`src/hdl/bds_pkg.sv`:
```
// Package for the brush dab spacer: word types, state codes and fixed-point constants.
// Used by every module of the block; depends on nothing.
package bds_pkg;

    localparam int MaxDabs   = 64;
    localparam int DabCntW   = $clog2(MaxDabs + 1);
    localparam int MulW      = 33;
    localparam int ProdW     = 2 * MulW;
    localparam int DivSteps  = 17;
    localparam int SqrtSteps = 25;
    localparam int StepCntW  = 5;
    localparam int SumW      = 50;
    localparam int DistW     = 25;
    localparam int TotalW    = 26;
    localparam int StepW     = 29;
    localparam int FracW     = 17;

    localparam logic [23:0] Max24  = 24'hFFFFFF;
    localparam logic [StepW-1:0] HalfPx = StepW'(128);
    localparam logic [FracW-1:0] FracOne = FracW'(65536);

    typedef struct packed {
        logic signed [23:0] point_x;
        logic signed [23:0] point_y;
        logic [12:0]        pen_pressure;
        logic [15:0]        seg_width_start;
        logic [15:0]        seg_width_end;
        logic [11:0]        point_index;
        logic [12:0]        point_count;
    } t_point;

    typedef struct packed {
        logic signed [23:0] dab_x;
        logic signed [23:0] dab_y;
        logic [23:0]        dab_width;
        logic               last_dab;
    } t_dab;

    typedef enum logic [1:0] {
        CFG_GLOBAL_WIDTH = 2'd0,
        CFG_VIEW_SCALE   = 2'd1,
        CFG_DAB_SPACING  = 2'd2
    } t_cfg_idx;

    typedef enum logic [4:0] {
        ST_IDLE, ST_TDIV, ST_IP0, ST_IP1, ST_IP2, ST_IF1, ST_IF2,
        ST_W1, ST_W2, ST_W3, ST_W4,
        ST_DX, ST_DY, ST_SUM, ST_SQ, ST_ST0, ST_ST1,
        ST_LOOP, ST_FDIV, ST_MX, ST_MY, ST_MW, ST_MS, ST_NS, ST_NS2,
        ST_OX, ST_OY, ST_OW, ST_EMIT, ST_FIN
    } t_state;

endpackage

```
`src/hdl/bds_mul.sv`:
```
// Shared signed multiplier with a registered product.
// Depends on bds_pkg for operand and product widths.
module bds_mul
    import bds_pkg::*;
(
    input  logic                    i_clk,
    input  logic signed [MulW-1:0]  i_a,
    input  logic signed [MulW-1:0]  i_b,
    output logic signed [ProdW-1:0] o_prod
);

    logic signed [ProdW-1:0] r_prod;

    always_ff @(posedge i_clk) begin
        r_prod <= i_a * i_b;
    end

    assign o_prod = r_prod;

endmodule

```
`config.mk`:
```
export PLATFORM = sky130hd
export DESIGN_NAME = bds_mul
export DESIGN_NICKNAME = d
export VERILOG_FILES = /design/src/hdl/bds_pkg.sv /design/src/hdl/bds_mul.sv
export SDC_FILE = /design/constraint.sdc
export NUM_CORES = 2
export LEC_CHECK = 0
export BUFFER_PORTS_ARGS = -buffer_cell sky130_fd_sc_hd__buf_2
export CAP_MARGIN = 0
export CORE_UTILIZATION = 50
export DETAILED_ROUTE_END_ITERATION = 8
export PLACE_DENSITY = 0.68
export SLEW_MARGIN = 0
export SYNTH_ARGS = -nofsm -noshare
export SYNTH_HDL_FRONTEND = slang
export SYNTH_SLANG_ARGS = --single-unit
```
`constraint.sdc`:
```
create_clock -name i_clk -period 15.3 [get_ports i_clk]
set_input_delay 0 -clock i_clk [delete_from_list [all_inputs] [get_ports i_clk]]
set_output_delay 0 -clock i_clk [all_outputs]
set_load 0.02 [all_outputs]
```
[Word level (Yosys, flattened, before mapping)]
Cells that the tools add are included.
Word-level totals
  register bits after elaboration: 66
  bits in latches: 0
  RAM bits: 0
  bits in read-only memories: 0
  input port bits: 67
  output and inout bits: 66
  logic and storage cells: 2
  memories kept: 0
Operators by class
  $add $sub $neg: 0
  multipliers: 1
  div/mod/pow operators: 0
  $lt $le $gt $ge: 0
  equal/unequal tests: 0
  shift-type cells: 0
  multiplexer cells: 0
  bitwise logic cells: 0
  reductions and logical operators: 0
Operators with widths (number)
  multiplier 33 x 33 -> 66 bit: 1

[Logic depth before layout (Yosys ltp)]
  word-level depth: 1
  mapped depth: 27
  mapped depth without buffers: 26

[Worst setup path after synthesis]
OpenSTA, ideal clock, no wires.
  path type: in2reg
  start: in i_a[32]
  end: reg r_prod[62], in the netlist o_prod[62]
  setup time: 79 ps
  data arrival time: 7157 ps
  data required time: 15221 ps
  setup slack: 8064 ps
  cell stages on the path: 23
  buffers on the path: 2
  cell sequence: clkbuf_1 nand2_1 inv_1 fa_1 fa_1 fa_1 fa_1 fa_1 fa_1 fa_1 inv_1 fa_1 inv_1 ha_1 clkbuf_1 and3_1 nand3_1 nand2b_1 a2111oi_4 a211oi_4 a21o_2 a21o_1 a211oi_2
On the way
  cells in the longest elaborated chain, start to end: 1
RTL lines
  start: declaration: line bds_mul.sv:7  | input logic signed [MulW-1:0] i_a,
  multiplier 33 x 33 -> 66 bit: line bds_mul.sv:15  | r_prod <= i_a * i_b;
  end signal: assignment: line bds_mul.sv:15
  end: declaration: line bds_mul.sv:12  | logic signed [ProdW-1:0] r_prod;
No other way between the ends.

[Worst setup path after layout]
  start: in i_b[9]
  end: reg r_prod[58], in the netlist o_prod[58]
On the way
  cells in the longest elaborated chain, start to end: 1
RTL lines
  start: declaration: line bds_mul.sv:8  | input logic signed [MulW-1:0] i_b,
  multiplier 33 x 33 -> 66 bit: line bds_mul.sv:15
No other way between the ends.

==> metrics.md <==
| Metric | Value |
|---|---|
| Status | `completed` |
| Max clock buf depth | `2` |
| YS warnings | `0` |
| Netlist Area Pre-Place | `40700 um2` |
| Grt total ovfl | `0` |
| Initial core utilization | `50.6%` |
| Startpoint Class | `primary input` |
| Crit. End Element | `flop` |
| Port bufs | `132` |
| Post-CTS setup buffers | `0` |
| Final ANT Viol Nets | `0` |
| Setup TNS | `0 ns` |
| Clk slew on worst S/H paths | `0.07 ns` |
| Core Util, Final | `52.5%` |
| Top-Level Pins | `133` |
| Worst-path fanout max | `33` |
| Iter 0 DRT Violations | `1599` |
| Req. time, crit path | `15.57 ns` |
| Synthesized flop and latch total | `66` |
| Final Hold Fails | `0` |
| Sum of routed wire length over all layers | `107000 um` |
| Chip height | `287 um` |
| Die Footprint | `82600 um2` |
| WS Path Type | `in2reg` |
| Die width | `287 um` |
| Rows | `104` |
| DP HPWL | `87900 um` |
| Rel. slew slack | `28.6%` |
| Fin. max-slew vios | `0` |
| Max-cap viol count | `0` |
| Final nets | `5699` |
| Max FFs per register | `66` |
| Seq/Total Area, Yosys | `3.24%` |
| Distinct cell type count after synthesis | `80` |
| Class of the worst hold path | `in2reg` |
| Final std cells w/o fill | `5340` |
| GPL Wtd Cong | `0.927` |
| Via Count | `28300` |
| Fin crit period | `7.91 ns` |
| Dominant synthesized flop cell | `dfxtp_1` |
| Pin count of the biggest net entering global routing | `34` |
| Ys async rst share | `0%` |
| Finish-stage setup viols | `0` |
| Dpl cells | `5319` |
| Final period utilization | `51.7%` |
| # hold bufs at CTS | `0` |
| TritonCTS clock tree | `done` |
| DRC Markers | `0` |
| Cell count after synthesis | `4338` |
| Number of synthesized flops with an enable pin | `0` |
| First-pass GRT wire length | `174000 um` |
| Critical Path AT | `8.18 ns` |
| Vias in the first global route | `31900` |
| Post-Syn Area per Cell | `9.39 um2` |
| DP Area | `41900 um2` |
| Drt pass-1 iters | `5` |
| Clock sink count | `66` |
| Filler cells | `7350` |
| Vias per cell | `5.31` |
| Area growth from synthesis to layout | `3.75%` |
| # resized after CTS | `0` |
| Root Buffer | `clkbuf_16` |
| WL/cell | `20.0 um` |
| Cts bufs inserted | `9` |
| Mapped Nets | `5767` |
| H-tree depth | `3` |
| Share of cells above drive strength 1 | `4.56%` |
| Core area | `80500 um2` |
| RSZ-0062 raised after global routing | `false` |
| GRT Overall Usage | `27.6%` |
| Max Freq | `126 MHz` |
| Worst slew pin tran | `1.07 ns` |
| Initial antenna violation count | `7` |
| Non-Filler Cell Area, Final | `42300 um2` |
-- worst paths after layout --
path / endpoint / cells past startpoint / startpoint / slack, ns
worst max-delay path: o_prod[58] / 22 / i_b[9] / 7.39
worst min-delay path: o_prod[0] / 2 / i_b[0] / 0.26
-- per-layer routing --
layer,up-vias,part of all wire (%),GRT usage (%)
met5,-,0.0075,0
met1,15000,37,33.3
met4,2,4.9,12.7
met2,908,53,48.9
li1,12200,-,-
met3,231,5.4,3.44
-- worst max-delay path, stage by stage --
cell,delay (ns)
buf_2,0.70
nand2_1,0.28
fa_1,0.70
fa_1,0.44
fa_1,0.57
inv_1,0.07
fa_1,1.22
fa_1,0.59
fa_1,0.50
fa_1,0.49
inv_1,0.05
fa_1,0.47
inv_1,0.04
ha_1,0.43
and3_1,0.19
nand3_1,0.11
nand2b_1,0.25
a2111oi_4,0.35
a211oi_4,0.11
a21oi_2,0.23
nor4b_2,0.08
a311oi_1,0.29
-- layout make-up --
| type | count | area (um2) | share of cell area (%) |
|---|---|---|---|
| clock inverter | 7 | 77.6 | 0.184 |
| tap | 1060 | 1330 | 3.14 |
| sequential | 66 | 1320 | 3.13 |
| multi-input combinational | 2920 | 34300 | 81.2 |
| clock buffer | 9 | 225 | 0.533 |
| timing repair buffer | 142 | 736 | 1.74 |
| antenna | 5 | 12.5 | 0.0296 |
| inverter | 1131 | 4250 | 10.0 |
-- metrics by stage --
step | hold slack, ns | worst slack, ns
after floorplan | 0.127 | 8.06
after global placement | 0.416 | 7.14
after detailed placement | 0.415 | 6.98
after CTS | 0.249 | 7.38
after global routing | 0.272 | 6.87
final | 0.265 | 7.39
-- placed cells by master, fill, tap and decap left out, types with 5 or more instances in the layout --
| cell type | instances |
|---|---|
| a211o_1 | 6 |
| xor2_1 | 25 |
| buf_2 | 132 |
| o21ai_1 | 6 |
| diode_2 | 5 |
| and2_1 | 562 |
| buf_4 | 10 |
| nor2_1 | 68 |
| and3_1 | 5 |
| o21ai_0 | 25 |
| a21o_1 | 36 |
| ha_1 | 217 |
| a211oi_1 | 7 |
| nor3_1 | 7 |
| o21a_1 | 6 |
| inv_1 | 1131 |
| nand2_1 | 551 |
| a31oi_1 | 8 |
| and4_1 | 5 |
| dfxtp_1 | 66 |
| nor2b_1 | 5 |
| xnor2_1 | 43 |
| nand2b_1 | 12 |
| a21oi_1 | 57 |
| fa_1 | 1145 |
| nand4_1 | 11 |
| o21bai_1 | 11 |
| clkbuf_16 | 9 |
| nand3_1 | 25 |
-- synthesized netlist by cell type (all sizes together) (2+ instances only) --
cell type / instances / area (um2)
o21ai: 33 / 173
nor2b: 5 / 31.3
a31o: 2 / 17.5
a311o: 2 / 20.0
dfxtp: 66 / 1320
o311ai: 2 / 35.0
nor4b: 2 / 23.8
buf: 13 / 70.1
a211oi: 11 / 110
o31ai: 7 / 104
clkbuf: 208 / 781
a21oi: 61 / 328
fa: 1145 / 22900
a2111o: 2 / 22.5
a21o: 38 / 288
a221oi: 3 / 43.8
nand2: 551 / 2070
and2: 563 / 3520
nor2: 68 / 255
or2: 3 / 18.8
xor2: 25 / 219
o21bai: 11 / 82.6
or3b: 2 / 17.5
o21a: 6 / 45.0
or3: 3 / 18.8
nor3: 7 / 35.0
a311oi: 2 / 17.5
a21boi: 3 / 33.8
inv: 1131 / 4250
ha: 217 / 2720
xnor2: 43 / 377
nor4: 3 / 33.8
nand3: 26 / 135
o211ai: 5 / 51.3
a2111oi: 2 / 36.3
and3: 6 / 42.5
a211o: 6 / 52.6
and4: 5 / 43.8
a31oi: 9 / 62.6
o221a: 2 / 22.5
nand2b: 12 / 75.1
nor3b: 2 / 15.0
nand4: 12 / 81.3
a22oi: 2 / 15.0
-- kinds of logic after synthesis --
kind of cell	after synthesis	synth area share, %
AND/OR/NAND/NOR	1271	15.8
XOR/XNOR	68	1.46
AO/OA/AOI/OAI	219	4.07
buffers and inverters	1352	12.5
adder cells (fa/ha/maj)	1362	62.9
flip-flops	66	3.24
Power is not shown: default switching activity piles up to over one toggle a cycle in this logic, so the estimate is an artifact.
