===== config.mk =====
export PLATFORM = sky130hd
export DESIGN_NAME = bds_div
export DESIGN_NICKNAME = d
export VERILOG_FILES = /design/src/hdl/bds_pkg.sv /design/src/hdl/bds_div.sv
export SDC_FILE = /design/constraint.sdc
export NUM_CORES = 1
export LEC_CHECK = 0
export BUFFER_PORTS_ARGS = -buffer_cell sky130_fd_sc_hd__buf_2
export CAP_MARGIN = 25
export CORE_ASPECT_RATIO = 1.4
export CORE_MARGIN = 3
export CORE_UTILIZATION = 57
export DETAILED_ROUTE_END_ITERATION = 8
export MAX_ROUTING_LAYER = met4
export PLACE_DENSITY_LB_ADDON = 0.08
export REMOVE_ABC_BUFFERS = 1
export SLEW_MARGIN = 20
export SYNTH_ARGS = -nofsm -noshare
export SYNTH_HDL_FRONTEND = slang
export SYNTH_SLANG_ARGS = --single-unit

===== constraint.sdc =====
create_clock -name i_clk -period 3.9 [get_ports i_clk]
set_input_delay 0.78 -clock i_clk [delete_from_list [all_inputs] [get_ports i_clk]]
set_output_delay 0.78 -clock i_clk [all_outputs]
set_load 0.01 [all_outputs]

===== src/hdl/bds_pkg.sv =====
// Package for the brush dab spacer: word types, state codes and fixed-point constants.
// Used by every module of the block; depends on nothing.
package bds_pkg;

    localparam int MaxDabs   = 64;
    localparam int DabCntW   = $clog2(MaxDabs + 1);
    localparam int MulW      = 33;
    localparam int ProdW     = 2 * MulW;
    localparam int DivSteps  = 17;
    localparam int SqrtSteps = 25;
    localparam int StepCntW  = 5;
    localparam int SumW      = 50;
    localparam int DistW     = 25;
    localparam int TotalW    = 26;
    localparam int StepW     = 29;
    localparam int FracW     = 17;

    localparam logic [23:0] Max24  = 24'hFFFFFF;
    localparam logic [StepW-1:0] HalfPx = StepW'(128);
    localparam logic [FracW-1:0] FracOne = FracW'(65536);

    typedef struct packed {
        logic signed [23:0] point_x;
        logic signed [23:0] point_y;
        logic [12:0]        pen_pressure;
        logic [15:0]        seg_width_start;
        logic [15:0]        seg_width_end;
        logic [11:0]        point_index;
        logic [12:0]        point_count;
    } t_point;

    typedef struct packed {
        logic signed [23:0] dab_x;
        logic signed [23:0] dab_y;
        logic [23:0]        dab_width;
        logic               last_dab;
    } t_dab;

    typedef enum logic [1:0] {
        CFG_GLOBAL_WIDTH = 2'd0,
        CFG_VIEW_SCALE   = 2'd1,
        CFG_DAB_SPACING  = 2'd2
    } t_cfg_idx;

    typedef enum logic [4:0] {
        ST_IDLE, ST_TDIV, ST_IP0, ST_IP1, ST_IP2, ST_IF1, ST_IF2,
        ST_W1, ST_W2, ST_W3, ST_W4,
        ST_DX, ST_DY, ST_SUM, ST_SQ, ST_ST0, ST_ST1,
        ST_LOOP, ST_FDIV, ST_MX, ST_MY, ST_MW, ST_MS, ST_NS, ST_NS2,
        ST_OX, ST_OY, ST_OW, ST_EMIT, ST_FIN
    } t_state;

endpackage


===== src/hdl/bds_div.sv =====
// Restoring divider, one quotient bit per cycle, for a numerator not above the divisor.
// Gives floor(num * 65536 / den); depends on bds_pkg.
module bds_div
    import bds_pkg::*;
(
    input  logic               i_clk,
    input  logic               i_rst_n,
    input  logic               i_start,
    input  logic [TotalW-1:0]  i_num,
    input  logic [DistW-1:0]   i_den,
    output logic               o_done,
    output logic [FracW-1:0]   o_quot
);

    logic                r_busy;
    logic                r_done;
    logic [StepCntW-1:0] r_cnt;
    logic [TotalW-1:0]   r_rem;
    logic [DistW-1:0]    r_den;
    logic [FracW-1:0]    r_q;
    logic                w_ge;
    logic [TotalW-1:0]   w_diff;

    assign w_ge   = r_rem >= {1'b0, r_den};
    assign w_diff = w_ge ? (r_rem - {1'b0, r_den}) : r_rem;

    always_ff @(posedge i_clk) begin
        if (!i_rst_n) begin
            r_busy <= 1'b0;
            r_done <= 1'b0;
            r_cnt  <= '0;
        end else begin
            r_done <= 1'b0;
            if (i_start) begin
                r_busy <= 1'b1;
                r_cnt  <= StepCntW'(DivSteps);
            end else if (r_busy) begin
                r_cnt <= r_cnt - 1'b1;
                if (r_cnt == StepCntW'(1)) begin
                    r_busy <= 1'b0;
                    r_done <= 1'b1;
                end
            end
        end
    end

    always_ff @(posedge i_clk) begin
        if (i_start) begin
            r_rem <= i_num;
            r_den <= i_den;
            r_q   <= '0;
        end else if (r_busy) begin
            r_q   <= {r_q[FracW-2:0], w_ge};
            r_rem <= {w_diff[TotalW-2:0], 1'b0};
        end
    end

    assign o_done = r_done;
    assign o_quot = r_q;

endmodule


### Yosys cells after proc, flatten, opt, wreduce, memory -nomap -nowiden

Cells that the tools add are included.

| operators by class | value |
|---|---|
| div/mod/pow operators | 0 |
| shifts and indexed selects | 0 |
| multipliers | 0 |
| bitwise gates (word level) | 2 |
| reductions and logical operators | 3 |
| muxes and demuxes | 9 |
| equality and inequality tests | 1 |
| $add $sub $neg | 2 |
| order comparisons | 1 |

Operator list:

| kind | count |
|---|---|
| 26-bit 2-to-1 mux | 2 |
| 26-bit by 25-bit >= comparator with 1-bit output | 1 |
| 25-bit 2-to-1 mux | 1 |
| 25-bit subtractor | 1 |
| 5-bit 2-to-1 mux | 2 |
| 5-bit by 1-bit == test with 1-bit output (second input constant) | 1 |
| 5-bit by 1-bit subtractor with 5-bit output (second input constant) | 1 |
| 1-bit 2-to-1 mux | 4 |
| 3-bit OR reduction | 1 |
| 1-bit NOT | 2 |
| 2-bit nonzero test | 1 |
| 2-bit OR reduction | 1 |

| word-level totals | value |
|---|---|
| input bits | 54 |
| memory bits (writable) | 0 |
| flip-flop bits (word level) | 75 |
| bits in read-only memories | 0 |
| latch bits | 0 |
| output and inout port bits | 18 |
| memories kept | 0 |

### Longest topological paths before layout

| depth | value |
|---|---|
| depth in word-level cells | 4 |
| mapped depth | 13 |

### Least setup slack after synthesis

No wires, ideal clock.

| path | value |
|---|---|
| kind | flip-flop to flip-flop |
| start point | reg r_rem[0] |
| end point | reg r_rem[14] (data pin) |
| arrival time | 2468 ps |
| setup time | 261 ps |
| data required time | 3639 ps |
| period minus slack after synthesis | 2729 ps |
| slack | 1171 ps |
| cell stages (with the launch flop) | 13 |
| cells stage by stage | edfxtp_1 -> inv_1 -> ha_1 -> inv_1 -> fa_1 -> a211oi_1 -> o211ai_1 -> and2_1 -> o22ai_4 -> o21a_4 -> buf_12 -> nor2_4 -> a221o_1 |

| between the ends | value |
|---|---|
| longest elaborated chain between the ends | 4 |
| elaborated cells on any way between the ends | 5 |
| classes of those cells | 1 x add/sub; 1 x order compare; 3 x mux |

RTL lines:

| item | line | source |
|---|---|---|
| start: declaration | bds_div.sv:18 | `logic [TotalW-1:0] r_rem;` |
| start signal: assignment | bds_div.sv:49 | `r_rem <= i_num;` |
| start signal: assignment | bds_div.sv:54 | `r_rem <= {w_diff[TotalW-2:0], 1'b0};` |
| 25-bit subtractor / 26-bit by 25-bit >= comparator with 1-bit output (equally long branches) | bds_div.sv:25, bds_div.sv:24 |  |
| 25-bit 2-to-1 mux (*) | bds_div.sv:25 | `assign w_diff = w_ge ? (r_rem - {1'b0, r_den}) : r_rem;` |
| 26-bit 2-to-1 mux (*) | bds_div.sv:52 | `end else if (r_busy) begin` |
| 26-bit 2-to-1 mux (*) | bds_div.sv:48 | `if (i_start) begin` |

Mark *: on every way between the ends. The rest lies on a longest branch, timed or not. The select of a mux whose other input is x is not followed.
A chain may end at the register's enable or synchronous reset.

### Worst setup path in the final report

| path | value |
|---|---|
| start point | reg r_rem[0] |
| end point | reg r_rem[16] (data pin) |

Same word-level chain as after synthesis.

==> metrics <==
status finished clean; Post-layout nets 611; Sink Count 75; GRT Total Usage 23.7%; most frequent CP cell inv_1; min cycle time layout 3.07 ns; P_sw 1020 uW; Post-Layout Cell Count 634; vias in the first global route 3649; RSZ-0062 raised after global routing false; mapped cell area 4600 um2; GRT Residual Overflow 0; reg2reg start r_rem[0]; max-cap viol count 0; Crit Path Category reg -> reg; post-CTS setup buffers 0; reg2reg setup slack 0.83 ns; worst path cell trace inv_1 > ha_1 > inv_1 > fa_1 > a211oi_1 > o211ai_1 > and2_1 > o22ai_4 > o21a_4 > nor2_4 > a221o_1; Post-synth EDFFs 51; sequential share of the synthesized area 43.7%; Core Area 7800 um2; clock-pin slew on the worst setup and hold paths 0.07 ns; worst r2r dst r_rem[16]; ANT nets after route 0; row cnt 38; vias post-DR 3676; flops & latches, synth 75; Routed WL 9.89 mm; total CTS buffers 9; Antenna diodes 0; number of gates resized after CTS 0; worst setup margin 0.831 ns; CP Capture Point r_rem[16]; R2R cell count 11; CP Capture Type flip-flop; final count of negative-setup-slack endpoints 0; CTS tree yes; Die W 82.0 um; DRT iter0 DRCs 166; most frequent cells in the layout 71 x buf_2, 51 x edfxtp_1, 46 x nor2_1; Setup Skew 0.0131 ns; number of synthesis warnings 0; top_reg_cell synth edfxtp_1; Placed Cells 618; drt via density 5.80; cell count along the critical path 11; cts hold-fix bufs 0; most common library cell in the layout ignoring fill and taps buf_2; largest net degree at the start of global routing 71; initial antenna violation count 0; crit path buf inv count 2; CTS H-Tree Depth 3; Sw Share 36.8%; FILL cells 681; initial core utilization 59.1%; Max-slew headroom 49.2%; Tightest Hold Check Type reg -> reg; root buf cell clkbuf_8; final core occ 66.2%; Critical Path RT 3.99 ns; Fmax 0.326 GHz; Internal 1750 uW; Post-Syn Area per Cell 9.94 um2; Die Area 9210 um2; cell at the slowest stage of the critical path fa_1; measured slew at the worst slew-check pin 0.763 ns; layout cells sized above 1 21.2%; Peak VDD IR 0.347 mV; gpl congestion 0.921; power per cell area 535 nW/um2; Sequential Power Share 37.5%; WP data arrival 3.16 ns; Clk pwr share 20.1%; first-pass GRT wire length 16.6 mm; critical path's largest stage delay 0.42 ns; worst-skew pair later-pin latency 0.35 ns; crit share post-route 78.7%; Syn Inst Count 463; CP startpoint kind flip-flop; CP top delay family compound AO/OA/AOI/OAI gates; P_leak 0.00225 uW; Synth cell types 69; DP HPWL 7.19 mm; ys async rst share 0%; IO Pins 72; Cell Area, Placed 4980 um2; crit path max fanout 22; final hold vios 0; Port Buffers 71; part of the power in combinational logic 42.4%; Chip Height 112 um; routed len/inst 15.6 um; max-slew violation count 0; pre-CTS setup slack 0.850 ns; Pre-Repair DR Iteration Count 4; fin area 5160 um2; sum of negative setup slack 0 ns; Area growth syn-to-layout 12.2%; CTS Buffer Depth 2; worst setup path start r_rem[0]; # DRC 0
==> stage by stage <==
stage	power (uW)	hold slack, ns
after detailed placement	2210	0.484
after floorplan	1930	0.469
after global placement	2200	0.474
final	2760	0.501
after global routing	2960	0.524
after CTS	2780	0.502
==> registers in the layout (all words and copies together) (netlist names) <==
signal and flops:
r_rem 26, r_den 25, o_quot 17, r_cnt 5, o_done 1, r_busy 1
==> worst reg2reg max path, delay by kind of cell (launching register included) <==
family	cells	cell delay, ns
DFF	1	0.39
buffers and inverters	2	0.13
and+or+nand+nor	2	0.35
adders and majority gates	2	0.58
AOI/OAI and AO/OA	5	1.38
==> cell usage after synthesis, types with 4 or more instances <==
cell type / n / share of area, %
xnor2_1: 13 / 2.5
xor2_1: 4 / 0.76
buf_2: 4 / 0.43
dfxtp_1: 24 / 10
and2_1: 4 / 0.54
o21ai_0: 21 / 2.3
and3_1: 5 / 0.68
and3_2: 6 / 0.98
a221o_1: 8 / 1.7
o21a_1: 6 / 0.98
a31oi_1: 10 / 1.4
nand3_1: 5 / 0.54
nand4_1: 6 / 0.82
a21oi_1: 23 / 2.5
ha_1: 27 / 7.3
clkbuf_1: 10 / 0.82
nor2b_1: 4 / 0.54
inv_1: 38 / 3.1
nor3_1: 9 / 0.98
edfxtp_1: 51 / 33
nand2_1: 37 / 3.0
a211oi_1: 8 / 1.3
mux2i_1: 21 / 4.6
nor2_1: 46 / 3.8
a21o_1: 7 / 1.1
o211ai_1: 4 / 0.65
==> worst min path at each step <==
stage	startpoint	to	slack, ns	cells after the start
global route	r_cnt[1]	r_cnt[1]	0.52	2
detailed placement	o_quot[16]	o_quot[16]	0.48	2
floorplan	r_cnt[1]	r_cnt[1]	0.47	2
CTS	r_cnt[1]	r_cnt[1]	0.50	2
finish	o_quot[16]	o_quot[16]	0.50	2
global placement	o_quot[16]	o_quot[16]	0.47	2
==> per-layer routing <==
| layer | vias up | routed length [um] | GRT usage, % |
|---|---|---|---|
| met5 | - | 0 | - |
| met4 | 0 | 116 | 7.32 |
| met3 | 9 | 482 | 5.70 |
| met2 | 85 | 5210 | 39.6 |
| met1 | 1747 | 4080 | 27.6 |
| li1 | 1835 | - | - |
==> logic make-up after synthesis <==
| logic type | after synthesis | synth area share [%] |
|---|---|---|
| XOR/XNOR | 17 | 3.23 |
| AND/OR/NAND/NOR | 141 | 15.5 |
| buffers and inverters | 60 | 6.28 |
| flip-flops | 75 | 43.7 |
| adder cells (fa/ha/maj) | 28 | 7.77 |
| AO/OA/AOI/OAI | 121 | 19.0 |
| multiplexers | 21 | 4.57 |
==> area by class of cell <==
type | instances | area [um2] | area share, %
Sequential cell | 75 | 2010 | 39.0
Tap cell | 100 | 125 | 2.42
Timing Repair Buffer | 77 | 400 | 7.75
Clock inverter | 4 | 25.0 | 0.484
Clock buffer | 12 | 156 | 3.03
Multi-Input combinational cell | 328 | 2300 | 44.6
Inverter | 38 | 143 | 2.76
==> power by group through the flow <==
stage | registers [uW] | clock network, uW | logic (uW)
2_1_floorplan | 1040 | 0 | 887
3_3_place_gp | 1050 | 0 | 1150
3_5_place_dp | 1050 | 0 | 1160
4_1_cts | 1040 | 575 | 1170
5_1_grt | 1050 | 601 | 1310
6_report | 1030 | 556 | 1170
Power figures use the tool's default switching activity.
