### src/hdl/bds_pkg.sv
// Package for the brush dab spacer: word types, state codes and fixed-point constants.
// Used by every module of the block; depends on nothing.
package bds_pkg;

    localparam int MaxDabs   = 64;
    localparam int DabCntW   = $clog2(MaxDabs + 1);
    localparam int MulW      = 33;
    localparam int ProdW     = 2 * MulW;
    localparam int DivSteps  = 17;
    localparam int SqrtSteps = 25;
    localparam int StepCntW  = 5;
    localparam int SumW      = 50;
    localparam int DistW     = 25;
    localparam int TotalW    = 26;
    localparam int StepW     = 29;
    localparam int FracW     = 17;

    localparam logic [23:0] Max24  = 24'hFFFFFF;
    localparam logic [StepW-1:0] HalfPx = StepW'(128);
    localparam logic [FracW-1:0] FracOne = FracW'(65536);

    typedef struct packed {
        logic signed [23:0] point_x;
        logic signed [23:0] point_y;
        logic [12:0]        pen_pressure;
        logic [15:0]        seg_width_start;
        logic [15:0]        seg_width_end;
        logic [11:0]        point_index;
        logic [12:0]        point_count;
    } t_point;

    typedef struct packed {
        logic signed [23:0] dab_x;
        logic signed [23:0] dab_y;
        logic [23:0]        dab_width;
        logic               last_dab;
    } t_dab;

    typedef enum logic [1:0] {
        CFG_GLOBAL_WIDTH = 2'd0,
        CFG_VIEW_SCALE   = 2'd1,
        CFG_DAB_SPACING  = 2'd2
    } t_cfg_idx;

    typedef enum logic [4:0] {
        ST_IDLE, ST_TDIV, ST_IP0, ST_IP1, ST_IP2, ST_IF1, ST_IF2,
        ST_W1, ST_W2, ST_W3, ST_W4,
        ST_DX, ST_DY, ST_SUM, ST_SQ, ST_ST0, ST_ST1,
        ST_LOOP, ST_FDIV, ST_MX, ST_MY, ST_MW, ST_MS, ST_NS, ST_NS2,
        ST_OX, ST_OY, ST_OW, ST_EMIT, ST_FIN
    } t_state;

endpackage

### src/hdl/bds_sqrt.sv
// Bit-pair integer square root, one result bit per cycle, rounding down.
// Depends on bds_pkg for widths and step count.
module bds_sqrt
    import bds_pkg::*;
(
    input  logic              i_clk,
    input  logic              i_rst_n,
    input  logic              i_start,
    input  logic [SumW-1:0]   i_val,
    output logic              o_done,
    output logic [DistW-1:0]  o_root
);

    logic                r_busy;
    logic                r_done;
    logic [StepCntW-1:0] r_cnt;
    logic [SumW-1:0]     r_n;
    logic [SumW-1:0]     r_r;
    logic [SumW-1:0]     r_bit;
    logic [SumW-1:0]     w_trial;

    assign w_trial = r_r + r_bit;

    always_ff @(posedge i_clk) begin
        if (!i_rst_n) begin
            r_busy <= 1'b0;
            r_done <= 1'b0;
            r_cnt  <= '0;
        end else begin
            r_done <= 1'b0;
            if (i_start) begin
                r_busy <= 1'b1;
                r_cnt  <= StepCntW'(SqrtSteps);
            end else if (r_busy) begin
                r_cnt <= r_cnt - 1'b1;
                if (r_cnt == StepCntW'(1)) begin
                    r_busy <= 1'b0;
                    r_done <= 1'b1;
                end
            end
        end
    end

    always_ff @(posedge i_clk) begin
        if (i_start) begin
            r_n   <= i_val;
            r_r   <= '0;
            r_bit <= SumW'(1) << (SumW - 2);
        end else if (r_busy) begin
            if (r_n >= w_trial) begin
                r_n <= r_n - w_trial;
                r_r <= (r_r >> 1) + r_bit;
            end else begin
                r_r <= r_r >> 1;
            end
            r_bit <= r_bit >> 2;
        end
    end

    assign o_done = r_done;
    assign o_root = r_r[DistW-1:0];

endmodule

### config.mk
export PLATFORM = sky130hd
export DESIGN_NAME = bds_sqrt
export DESIGN_NICKNAME = d
export VERILOG_FILES = /design/src/hdl/bds_pkg.sv /design/src/hdl/bds_sqrt.sv
export SDC_FILE = /design/constraint.sdc
export NUM_CORES = 1
export LEC_CHECK = 0
export BUFFER_PORTS_ARGS = -buffer_cell sky130_fd_sc_hd__buf_2
export CAP_MARGIN = 30
export CELL_PAD_IN_SITES_DETAIL_PLACEMENT = 0
export CELL_PAD_IN_SITES_GLOBAL_PLACEMENT = 2
export CORE_MARGIN = 10
export CORE_UTILIZATION = 40
export DETAILED_ROUTE_END_ITERATION = 10
export PLACE_DENSITY = 0.92
export SLEW_MARGIN = 20
export SYNTH_ARGS = -nofsm -noshare
export SYNTH_HDL_FRONTEND = slang
export SYNTH_SLANG_ARGS = --single-unit
### constraint.sdc
create_clock -name i_clk -period 14.9 [get_ports i_clk]
set_input_delay 2.98 -clock i_clk [delete_from_list [all_inputs] [get_ports i_clk]]
set_output_delay 2.98 -clock i_clk [all_outputs]
set_load 0.02 [all_outputs]
Word level (Yosys, flattened, before mapping)
Index checks and enable logic that the tools add are counted.
{ "totals": {"wordCells": 30, "romBits": 0, "latchBits": 0, "reg_bits": 132, "n_memories": 0, "inputBits": 53, "mem_bits_rw": 0} }
{ "op_classes": {"bitwise_logic": 2, "mul": 0, "reduce_logical": 5, "n_lt_le_gt_ge": 1, "muxes": 10, "div": 0, "shift": 0, "n_eq_ne": 1, "addsub": 4} }
{ "ops": {"columns": ["op", "n"], "rows": [
  ["two-way mux 50 bit", 4],
  ["adder 49 x 49 -> 50 bit", 1],
  ["adder 50 x 49 -> 50 bit", 1],
  [">= comparator 50 bit", 1],
  ["subtractor 50 bit", 1],
  ["two-way mux 5 bit", 2],
  ["== test 5 x 1 -> 1 bit, second input constant", 1],
  ["subtractor 5 x 1 -> 5 bit, second input constant", 1],
  ["two-way mux 1 bit", 4],
  ["nonzero test 2 bit", 2],
  ["OR reduction 3 bit", 1],
  ["NOT 1 bit", 2],
  ["AND reduction 2 bit", 1],
  ["OR reduction 2 bit", 1]
]} }

Logic depth before layout (Yosys ltp)
Gate-level depths: netlist of run 1.
{ "depth": {"ltp_word": 5, "depth_mapped": 24, "mapped_depth_nobuf": 21} }

Worst setup path after synthesis of run 1
No wires, ideal clock.
{ "synth_timing": {"path_kind": "reg-to-reg", "from": "register r_r[4]", "to": "register r_n[0] (enable)", "synth_period_minus_slack_ps": 8455, "setup_time_ps": 527, "setup_slack_ps": 6445, "n_path_buf": 2, "t_arrival_ps": 7928, "stages_incl_launch_ff": 21, "cell_sequence": "dfxtp_1 > ha_1 > a211oi_1 > a211oi_1 > a211o_1 > a31o_2 > a311oi_4 > o21ai_2 > a21bo_2 > a21oi_1 > xor2_1 > ha_1 > nand2_2 > nor3_2 > and3_1 > nand4b_1 > o31a_1 > o21a_2 > buf_2 > buf_2 > o21ai_0"} }
{ "synth_via": {"elab_chain_cells": 4} }
{ "synth_rtl": {"columns": ["item", "line", "source"], "rows": [
  ["start, declared", "bds_sqrt.sv:18", "logic [SumW-1:0] r_r;"],
  ["start signal, assigned", "bds_sqrt.sv:52", "r_r <= (r_r >> 1) + r_bit;"],
  ["start signal, assigned", "bds_sqrt.sv:54", "r_r <= r_r >> 1;"],
  ["adder 50 x 49 -> 50 bit", "bds_sqrt.sv:22", "assign w_trial = r_r + r_bit;"],
  [">= comparator 50 bit", "bds_sqrt.sv:50", "if (r_n >= w_trial) begin"],
  ["nonzero test 2 bit (no source line)", null, null],
  ["AND reduction 2 bit (no source line)", null, null],
  ["end signal, assigned", "bds_sqrt.sv:46", "r_n <= i_val;"],
  ["end signal, assigned", "bds_sqrt.sv:51", "r_n <= r_n - w_trial;"],
  ["end, declared", "bds_sqrt.sv:17", "logic [SumW-1:0] r_n;"]
]} }
Every way passes these cells.
A chain may end at the register's enable or synchronous reset.

Worst setup path after layout of run 1
{ "layout_timing": {"from": "register r_r[0]", "to": "register r_n[32] (enable)"} }
The elaborated chain is that of the path after synthesis.

==> results.md, run 1 <==
* Status: completed
* Fin area at 12980 µm²
* Hold Path Class: register to register
* Commonest cells post-synth: nand2_1, nor2_1, o21ai_0, a21oi_1, ha_1
* Max Clk Rate at 149.7 MHz
* Crit end category: register
* Gp weighted congestion at 0.8953
* Worst skew pair latency at 0.44 ns
* Area Growth Syn to Fin at 8.664%
* # IOs at 79
* Die footprint at 37170 µm²
* Overflow after GRT at 0
* Leak at 5.085 nW
* WS Path Type: register to register
* Final-report max-slew violation count at 0
* R2R depth at 21
* Max Root-Sink Buffers at 2
* Hold wc startpoint: r_cnt[1]$_SDFFE_PP0P_
* Post-synthesis adder-cell area fraction at 0.1106
* Post-Syn Instances at 1504
* Tcrit/Tclk final at 0.4483
* Share of the core filled with cells at 0.4390
* Primary FF master, synth: dfxtp_1
* 1st-pass router iterations at 5
* Slew headroom at 0.3157
* Syn avg cell area at 7.941 µm²
* Yosys warning count at 0
* Clock Skews at 0.01815 ns
* Simple-gate share of the synthesized area at 0.1944
* Period minus WS final at 6.680 ns
* Share of cells above drive strength 1 at 0.1022
* Final setup TNS at 0 ns
* Initial Util at 0.4040
* Die Wd at 192.8 µm
* Placed inst area at 12390 µm²
* Routed wire per std cell at 18.91 µm
* Core ar. at 29560 µm²
* Vias in the first global route at 10430
* # DRC at 0
* GRT Util Overall at 0.1943
* XOR/XNOR Fraction of Synth Area at 0.08507
* Slew @ Worst Pin at 1.023 ns
* CTS Hold Buffers Added at 0
* Critical path required time at 14.98 ns
* Pin count of the biggest net entering global routing at 74
* Largest family of logic cells by synthesized area: compound AO/OA/AOI/OAI gates
* Synth Area in Compound Gates at 0.2706
* CTS Buf Count at 17
* Netlist cell types at 83
* Flop2flop setup slack at 8.22 ns
* Fill cell count at 2999
* Worst Hold Depth at 2
* H-tree levels at 4
* Seq/Total Area, Yosys at 0.2632
* # setup viols final at 0
* Leading area contributor after synthesis: dfxtp_1
* Final Hold Viols at 0
* Critical Path AT at 6.76 ns
* Crit path launch type: register
* HPWL after DPL at 27.01 mm
* Clock transition at path regs at 0.07 ns
* First-pass GRT wire length at 57.53 mm
* ANT nets after route at 0
* Num rows at 63
* TritonCTS clock tree: yes
* Number of synthesized flops with an enable pin at 50
* RSZ-0062 raised after global routing: no
* Pwr Density at 137.8 nW/µm²
* Synth top area cells: dfxtp_1, edfxtp_1, ha_1, nand2_1, o21ai_0
* Hold Path End: r_cnt[1]$_SDFFE_PP0P_
* Cell Area, Synth at 11940 µm²
* Syn Nets at 1662
* Via Count at 11020
* Post-synthesis mux area share at 0.02525
* Initial antenna violation count at 0
* Final #Nets at 1661
* Chip Height at 192.8 µm
* Clock tree root buffer cell: clkbuf_16
* Reg2reg start: r_r[0]$_SDFFE_PP0P_
* Cell with the most instances after synthesis: nand2_1
* DRC marker count from the first detailed-route iteration at 761
* Peak VDD IR at 69.20 µV
* Ys async rst share at 0
* Worst Path Max Fanout at 62
* Overall power at 1.789 mW
* Max cap viols at 0
* Setup bufs post-CTS at 0
* Number of port buffers at 78
* Synth Register Bits at 132
* Antenna Cells at 0
* WL final at 36.05 mm
* R2R Path End: r_n[32]$_DFFE_PP_
* CTS-repair resized insts at 0
* Clk sinks at 132
* Area share of the largest cell type after synthesis at 0.1375
* Via/cell ratio at 5.780
-- report_power, final --
group	switching, mW	internal (mW)	total (mW)	leakage [nW]
Clock	0.199	0.236	0.435	0.290
Combinational	0.518	0.323	0.841	3.62
Sequential	0.0565	0.456	0.513	1.17
Total	0.773	1.02	1.79	5.08
-- stage by stage --
stage | hold slack [ns] | std cells | worst slack (ns)
global route | 0.5348 | 1906 | 7.769
detailed placement | 0.5070 | 1874 | 8.355
CTS | 0.5173 | 1906 | 8.320
global placement | 0.4867 | 1874 | 8.579
floorplan | 0.4681 | 1504 | 6.445
finish | 0.5161 | 1906 | 8.220
-- per-layer routing --
metal | vias up | global-route usage | wire, µm
met1 | 5236 | 0.2547 | 17050
met5 | - | 0 | 0
met3 | 28 | 0.03271 | 1392
li1 | 5546 | - | -
met2 | 206 | 0.3233 | 17090
met4 | 0 | 0.05009 | 514
-- flip-flops by register name, summed over array words and instances, names as in the netlist --
register / count
r_r: 50
r_cnt: 5
r_n: 50
r_busy: 1
o_done: 1
r_bit: 25
-- layout make-up --
cell class / count / area [µm²] / share of cell area
Multi-Input combinational cell: 1241 / 8208 / 0.6325
Timing Repair Buffer: 85 / 445.4 / 0.03432
Sequential cell: 132 / 3147 / 0.2425
Tap cell: 390 / 488.0 / 0.03760
Clock buffer: 19 / 464.2 / 0.03577
Inverter: 26 / 97.59 / 0.007520
Clock inverter: 13 / 127.6 / 0.009834
-- worst max path at each step --
stage                              from           endpoint  depth (start not counted)  slack, ns
floorplan           r_r[4]$_SDFFE_PP0P_   r_n[0]$_DFFE_PP_                         20       6.44
global placement    r_r[0]$_SDFFE_PP0P_  r_n[37]$_DFFE_PP_                         21       8.58
detailed placement  r_r[0]$_SDFFE_PP0P_  r_n[27]$_DFFE_PP_                         21       8.36
CTS                 r_r[0]$_SDFFE_PP0P_  r_n[24]$_DFFE_PP_                         21       8.32
global route        r_r[0]$_SDFFE_PP0P_  r_n[32]$_DFFE_PP_                         21       7.77
finish              r_r[0]$_SDFFE_PP0P_  r_n[32]$_DFFE_PP_                         21       8.22
-- cells in the final DEF, fill, tap and decap left out, types with 50 or more instances in the layout --
cell      count
nand2_1     180
xnor2_1      51
a21oi_1     114
o21ai_0     117
edfxtp_1     50
xor2_1       65
buf_2        77
nor2_1      128
dfxtp_1      81
ha_1        104
-- worst max-delay path, cell delays in order (launching register included) --
cell and delay, ns:
dfxtp_1 0.33, ha_1 0.23, ha_1 0.22, a211o_1 0.34, and4b_1 0.20, o21ai_0 0.30, nand3_1 0.21, a311oi_1 0.47
o21ai_0 0.19, a21boi_0 0.44, a21oi_1 0.15, xnor2_1 0.16, ha_1 0.38, nand2_1 0.17, nor3_2 0.30, and3_1 0.24
nand4b_1 0.10, o31a_1 0.28, o21a_2 0.12, buf_4 0.32, o21ai_4 0.59, buf_4 0.53
-- kinds of logic after synthesis --
logic type	Yosys count
compound gates	491
xor+xnor	116
fa+ha+maj	105
buf+inv	131
flops	132
mux	30
simple gates	499
Note: power is estimated with default switching activity, not from simulation.
==> inputs of run 2 (changes only) <==
--- a/config.mk
+++ b/config.mk
@@ -10,9 +10,9 @@
 export CELL_PAD_IN_SITES_DETAIL_PLACEMENT = 0
 export CELL_PAD_IN_SITES_GLOBAL_PLACEMENT = 2
 export CORE_MARGIN = 10
-export CORE_UTILIZATION = 40
+export CORE_UTILIZATION = 34
 export DETAILED_ROUTE_END_ITERATION = 10
-export PLACE_DENSITY = 0.92
+export PLACE_DENSITY = 0.84
 export SLEW_MARGIN = 20
 export SYNTH_ARGS = -nofsm -noshare
 export SYNTH_HDL_FRONTEND = slang
==> constraint.sdc (replaced) <==
create_clock -name i_clk -period 5.59 [get_ports i_clk]
set_input_delay 1.118 -clock i_clk [delete_from_list [all_inputs] [get_ports i_clk]]
set_output_delay 1.118 -clock i_clk [all_outputs]
set_load 0.02 [all_outputs]
==> run 2 against run 1 <==
  * Largest power group unchanged
  * Highest routed layer unchanged
  * Sequential cell count is the same
  * Clock skew decreased by 0.0049 ns
  * Wire length up 8.0%
  * Total power rose to 2.8 times the previous value
  * Worst hold slack worse by 0.012 ns
  * Register-to-register slack worse by 7.9 ns
  * Non-clock buffer count is 43 higher
  * Final area rose by 4.4%
  * Combinational power rose to 2.9 times the previous value
  * Critical path type unchanged
  * Fmax rose by 26%
==> results.md, run 2 (same netlist as run 1, synthesis figures left out) <==
* Slowest CP cell: ha_2
* Flop2flop setup slack at 0.30 ns
* WL final at 38.95 mm
* Worst skew pair latency at 0.45 ns
* R2R Path End: r_n[19]$_DFFE_PP_
* CTS Hold Buffers Added at 0
* Clock Skews at 0.01327 ns
* ANT nets after route at 0
* DRC marker count from the first detailed-route iteration at 915
* Peak VDD IR at 276.1 µV
* Overall power at 5.046 mW
* GRT Util Overall at 0.1756
* Fill cell count at 3577
* Overflow after GRT at 0
* Kind of cell adding the most delay to the critical path: compound AO/OA/AOI/OAI gates
* # DRC at 0
* Via Count at 11360
* Commonest non-fill, non-tap cell in the layout: nand2_1
* Gp weighted congestion at 0.9139
* Share of the core filled with cells at 0.3911
* Buf/Inv on CP at 2
* Max Clk Rate at 189.0 MHz
* Antenna Cells at 0
* Worst Path Max Fanout at 38
* R2R depth at 20
* TritonCTS clock tree: yes
* H-tree levels at 4
* Max cap viols at 0
* Commonest cells after routing, fill and taps aside: nand2_1, nor2_1, a21oi_1
* Final setup TNS at 0 ns
* Slew @ Worst Pin at 1.038 ns
* Routed wire per std cell at 19.34 µm
* Critical path required time at 5.72 ns
* Clock transition at path regs at 0.07 ns
* 1st-pass router iterations at 5
* Tcrit/Tclk final at 0.9467
* Fin area at 13540 µm²
* Leak at 5.347 nW
* # IOs at 79
* Critical Path AT at 5.42 ns
* Placed inst area at 12850 µm²
* Post-route worst setup slack at 0.2980 ns
* DP Cell Count at 1980
* WHS at 0.5037 ns
* Crit path launch type: register
* Crit end category: register
* Final Hold Viols at 0
* Largest registers: r_n: 50 flops, r_r: 50 flops, r_bit: 25 flops
* Slew headroom at 0.3057
* Via/cell ratio at 5.642
* Area Growth Syn to Fin at 13.41%
* Initial antenna violation count at 0
* Period minus WS final at 5.292 ns
* Chip Height at 207.4 µm
* Die Wd at 207.4 µm
* NetSw at 2.140 mW
* Clock network fraction of total power at 0.246
* Pin count of the biggest net entering global routing at 124
* Hold Path Class: register to register
* Max Root-Sink Buffers at 2
* Most frequent CP cell: buf_12
* Number of port buffers at 78
* # setup viols final at 0
* Hold Path End: r_cnt[1]$_SDFFE_PP0P_
* Crit-path max cell delay at 0.43 ns
* Pwr Density at 372.5 nW/µm²
* Share of cells above drive strength 1 at 0.1328
* Initial Util at 0.3449
* First-pass GRT wire length at 61.75 mm
* Clock tree root buffer cell: clkbuf_16
* Hold wc startpoint: r_cnt[1]$_SDFFE_PP0P_
* P_int at 2.906 mW
* Final-report max-slew violation count at 0
* Critical Path, Cell by Cell: ha_1 > a211oi_2 > a211oi_1 > a211o_1 > a31o_2 > a311oi_4 > o21ai_2 > a21bo_2 > a21oi_1 > xor2_1 > ha_2 > nand2_2 > nor3_4 > and3_1 > nand4b_1 > o31a_1 > o21a_2 > buf_12 > o21ai_4 > buf_12
* Sequential Power Share at 0.268
* Final #Nets at 1704
* CTS Buf Count at 17
* Worst Hold Depth at 2
* Logic pwr share at 0.486
* Clk sinks at 132
* Core ar. at 34630 µm²
* Final non-filler cell total at 2014
* Dpl ws at 0.03769 ns
* WS Path Type: register to register
* Switching share of power at 0.4242
* HPWL after DPL at 29.61 mm
* Vias in the first global route at 11030
* Die footprint at 43020 µm²
* Reg2reg start: r_bit[4]$_SDFFE_PP0P_
* Status: completed
* Num rows at 68
-- run 2: repair_timing --
item | 4_1_cts | 5_1_grt
resized for setup | 0 | 16
buffers inserted | 0 | 2
setup endpoints to repair | 0 | 74
-- run 2: layout make-up --
cell class	count	area (µm²)	area share
Multi-Input combinational cell	1241	8285	0.6117
Sequential cell	132	3148	0.2324
Timing Repair Buffer	128	822.0	0.06069
Tap cell	455	569.3	0.04203
Clock buffer	17	425.4	0.03141
Clock inverter	15	196.4	0.01450
Inverter	26	97.59	0.007206
-- run 2: worst reg2reg max path: stages, from the launching register on --
cell      delay, ns
dfxtp_1        0.34
ha_1           0.35
a211oi_2       0.30
a211oi_1       0.11
a211o_1        0.34
a31o_2         0.28
a311oi_4       0.40
o21ai_2        0.12
a21bo_2        0.24
a21oi_1        0.17
xor2_1         0.11
ha_2           0.43
nand2_2        0.12
nor3_4         0.20
and3_1         0.22
nand4b_1       0.10
o31a_1         0.28
o21a_2         0.17
buf_12         0.18
o21ai_4        0.23
buf_12         0.25
-- run 2: power by group through the flow --
stage / clock [mW] / combinational, mW / sequential [mW]
floorplan: 0 / 1.78 / 1.30
global placement: 0 / 2.42 / 1.37
detailed placement: 0 / 2.40 / 1.37
CTS: 1.26 / 2.41 / 1.35
global route: 1.30 / 2.73 / 1.37
finish: 1.24 / 2.45 / 1.35
-- run 2: worst max path at each step --
stage / startpoint / to / slack, ns / depth (start not counted)
floorplan: r_r[10]$_SDFFE_PP0P_ / r_n[0]$_DFFE_PP_ / 0.01 / 20
global placement: r_r[0]$_SDFFE_PP0P_ / r_n[47]$_DFFE_PP_ / 0.02 / 23
detailed placement: r_r[0]$_SDFFE_PP0P_ / r_n[47]$_DFFE_PP_ / 0.04 / 23
CTS: r_r[0]$_SDFFE_PP0P_ / r_n[47]$_DFFE_PP_ / 0.003 / 23
global route: r_r[0]$_SDFFE_PP0P_ / r_n[47]$_DFFE_PP_ / -0.01 / 25
finish: r_bit[4]$_SDFFE_PP0P_ / r_n[19]$_DFFE_PP_ / 0.30 / 20
-- run 2: layer usage --
metal	GRT usage	routed length [µm]
met3	0.03866	2004
met5	0	0
met4	0.03964	478
met1	0.2233	17660
met2	0.2956	18810
==> inputs of run 3 (changes only) <==
--- a/config.mk
+++ b/config.mk
@@ -12,6 +12,7 @@
 export CORE_MARGIN = 10
 export CORE_UTILIZATION = 34
 export DETAILED_ROUTE_END_ITERATION = 10
+export GPL_TIMING_DRIVEN = 0
 export PLACE_DENSITY = 0.84
 export SLEW_MARGIN = 20
 export SYNTH_ARGS = -nofsm -noshare
==> run 3 against run 2 <==
  * Clock-buffer cell count unchanged
  * Wire length is 9.4% higher
  * Critical path depth rose by 2
  * Total power rose by 0.54%
  * Combinational power grew 6%
  * Largest cell class unchanged
  * Largest power group unchanged
  * Highest routed layer unchanged
==> results.md, run 3 (same netlist as run 1, synthesis figures left out) <==
* GR peak layer: met2
* Commonest cells after routing, fill and taps aside: nand2_1, nor2_1, o21ai_0
* CTS Hold Buffers Added at 0
* Max cap viols at 0
* Final #Nets at 1783
* Met3 usage at 0.03084
* Fin area at 14120 µm²
* Core ar. at 34630 µm²
* Num rows at 68
* R2R depth at 22
* # setup viols final at 0
* Worst skew pair latency at 0.45 ns
* Critical path required time at 5.95 ns
* Peak VDD IR at 233.8 µV
* Flop2flop setup slack at 0.14 ns
* Slowest CP cell: ha_2
* Clk sinks at 132
* Period minus WS final at 5.449 ns
* Vias in the first global route at 11260
* M2 GR Usage at 0.3117
* Pin count of the biggest net entering global routing at 22
* Number of port buffers at 77
* ANT nets after route at 0
* Slew headroom at 0.3490
* Hold wc startpoint: r_cnt[1]$_SDFFE_PP0P_
* RSZ-0062 raised after global routing: yes
* # DRC at 0
* Via/cell ratio at 5.596
* Critical Path, Cell by Cell: ha_1 > ha_2 > a211o_1 > and4b_1 > o21ai_2 > nand3_2 > a311oi_4 > o21ai_2 > a21boi_2 > buf_4 > nor2b_1 > xnor2_1 > ha_2 > a31oi_1 > a211o_1 > a211o_1 > o21ai_2 > buf_4 > clkbuf_4 > o21ai_0 > xor2_1 > a211oi_1
* Die Wd at 207.4 µm
* Clock transition at path regs at 0.07 ns
* Routed wire per std cell at 20.37 µm
* WL final at 42.63 mm
* Slew @ Worst Pin at 0.9765 ns
* Initial Util at 0.3449
* Die footprint at 43020 µm²
* Overflow after GRT at 0
* 1st-pass router iterations at 7
* Clock tree root buffer cell: clkbuf_16
* Worst Hold Depth at 2
* Placed inst area at 13000 µm²
* Commonest non-fill, non-tap cell in the layout: nand2_1
* DRC marker count from the first detailed-route iteration at 801
* Share of cells above drive strength 1 at 0.1612
* Area Growth Syn to Fin at 18.25%
* H-tree levels at 4
* TritonCTS clock tree: yes
* Crit-path max cell delay at 0.43 ns
* Hold Path End: r_cnt[1]$_SDFFE_PP0P_
* Crit end category: register
* HPWL after DPL at 33.11 mm
* GRT Util Overall at 0.1899
* Antenna Cells at 0
* Max Root-Sink Buffers at 2
* Max Clk Rate at 183.5 MHz
* Reg2reg start: r_r[0]$_SDFFE_PP0P_
* Chip Height at 207.4 µm
* WS Path Type: register to register
* CTS Buf Count at 17
* Largest registers: r_n: 50 flops, r_r: 50 flops, r_bit: 25 flops
* Status: completed
* Final Hold Viols at 0
* GR Layer Usage met1 at 0.2556
* Critical Path AT at 5.81 ns
* Overall power at 5.073 mW
* Via Count at 11710
* Hold Path Class: register to register
* Gp weighted congestion at 0.8792
* Pwr Density at 359.2 nW/µm²
* Worst Path Max Fanout at 10
* Leak at 5.503 nW
* Clock Skews at 0.01135 ns
* Tcrit/Tclk final at 0.9747
* # IOs at 79
* R2R Path End: r_r[43]$_SDFFE_PP0P_
* Crit path launch type: register
* Final-report max-slew violation count at 0
* First-pass GRT wire length at 65.12 mm
* Initial antenna violation count at 0
## run 3: cell types whose count changed in the layout (fill, tap and decap cells not counted), moves of 3 or more
cell,delta
clkbuf_1,+60
buf_2,+9
ha_1,-9
dfxtp_1,-8
ha_4,+7
dfxtp_2,+6
a21oi_1,-5
a21oi_2,+4
clkbuf_4,+4
inv_6,+4
nor3_1,-3
nor3_2,+3
## run 3: worst max path at each step
stage                               from                   end  slack [ns]  cells past startpoint
finish               r_r[0]$_SDFFE_PP0P_  r_r[43]$_SDFFE_PP0P_        0.14                     22
floorplan           r_r[10]$_SDFFE_PP0P_      r_n[0]$_DFFE_PP_        0.01                     20
CTS                  r_r[2]$_SDFFE_PP0P_  r_r[39]$_SDFFE_PP0P_        0.02                     22
global placement     r_r[2]$_SDFFE_PP0P_      r_n[0]$_DFFE_PP_       -1.95                     20
global route         r_r[0]$_SDFFE_PP0P_     r_n[45]$_DFFE_PP_       -0.04                     22
detailed placement   r_r[2]$_SDFFE_PP0P_      r_n[9]$_DFFE_PP_       -1.27                     21
## run 3: layout make-up
type                            instances  area (µm²)
Clock inverter                         15       145.1
Clock buffer                           17       425.4
Tap cell                              455       569.3
Timing Repair Buffer                  104       656.9
Multi-Input combinational cell       1241        8552
Inverter                               26       97.59
Fill cell                            3575       20510
Sequential cell                       132        3163
Buffer                                103       513.0
## run 3: power breakdown
part	total, mW	internal, mW	switching (mW)
Clock	1.14	0.622	0.522
Sequential	1.33	1.22	0.116
Combinational	2.60	1.01	1.59
## run 3: critical path: cells and delay by family, from the launching register on
| kind | cells | cell delay, ns |
|---|---|---|
| AO/OA/AOI/OAI | 11 | 2.72 |
| flip-flops | 1 | 0.34 |
| buffers and inverters | 3 | 0.64 |
| adder cells (fa/ha/maj) | 3 | 0.89 |
| XOR/XNOR | 2 | 0.31 |
| AND/OR/NAND/NOR | 3 | 0.43 |
## run 3: routing by layer
metal / wire length [µm] / vias up / share of wire
met5: 0 / - / 0
met4: 614 / 0 / 0.014
met3: 1824 / 36 / 0.043
met2: 19870 / 265 / 0.47
met1: 20310 / 5614 / 0.48
li1: - / 5798 / -
## run 3: stage by stage
step / utilization / setup slack (ns) / instances / setup TNS [ns] / hold slack (ns)
6_report: 0.4078 / 0.1414 / 2093 / 0 / 0.4978
4_1_cts: 0.3973 / 0.02137 / 2079 / 0 / 0.4962
2_1_floorplan: - / 0.01405 / 1504 / 0 / 0.4681
3_3_place_gp: 0.3734 / -1.954 / 2036 / -134.17 / 0.4885
3_5_place_dp: 0.3755 / -1.265 / 2040 / -91.23 / 0.4855
5_1_grt: 0.4078 / -0.04344 / 2093 / -0.1212 / 0.5394
## run 3: what timing repair did
| item | 4_1_cts | 5_1_grt |
|---|---|---|
| buffers inserted | 9 | 14 |
| gates resized for setup | 30 | 50 |
| gates cloned | 0 | 0 |
| endpoints found under the setup margin | 106 | 96 |
| pin swaps | 9 | 29 |
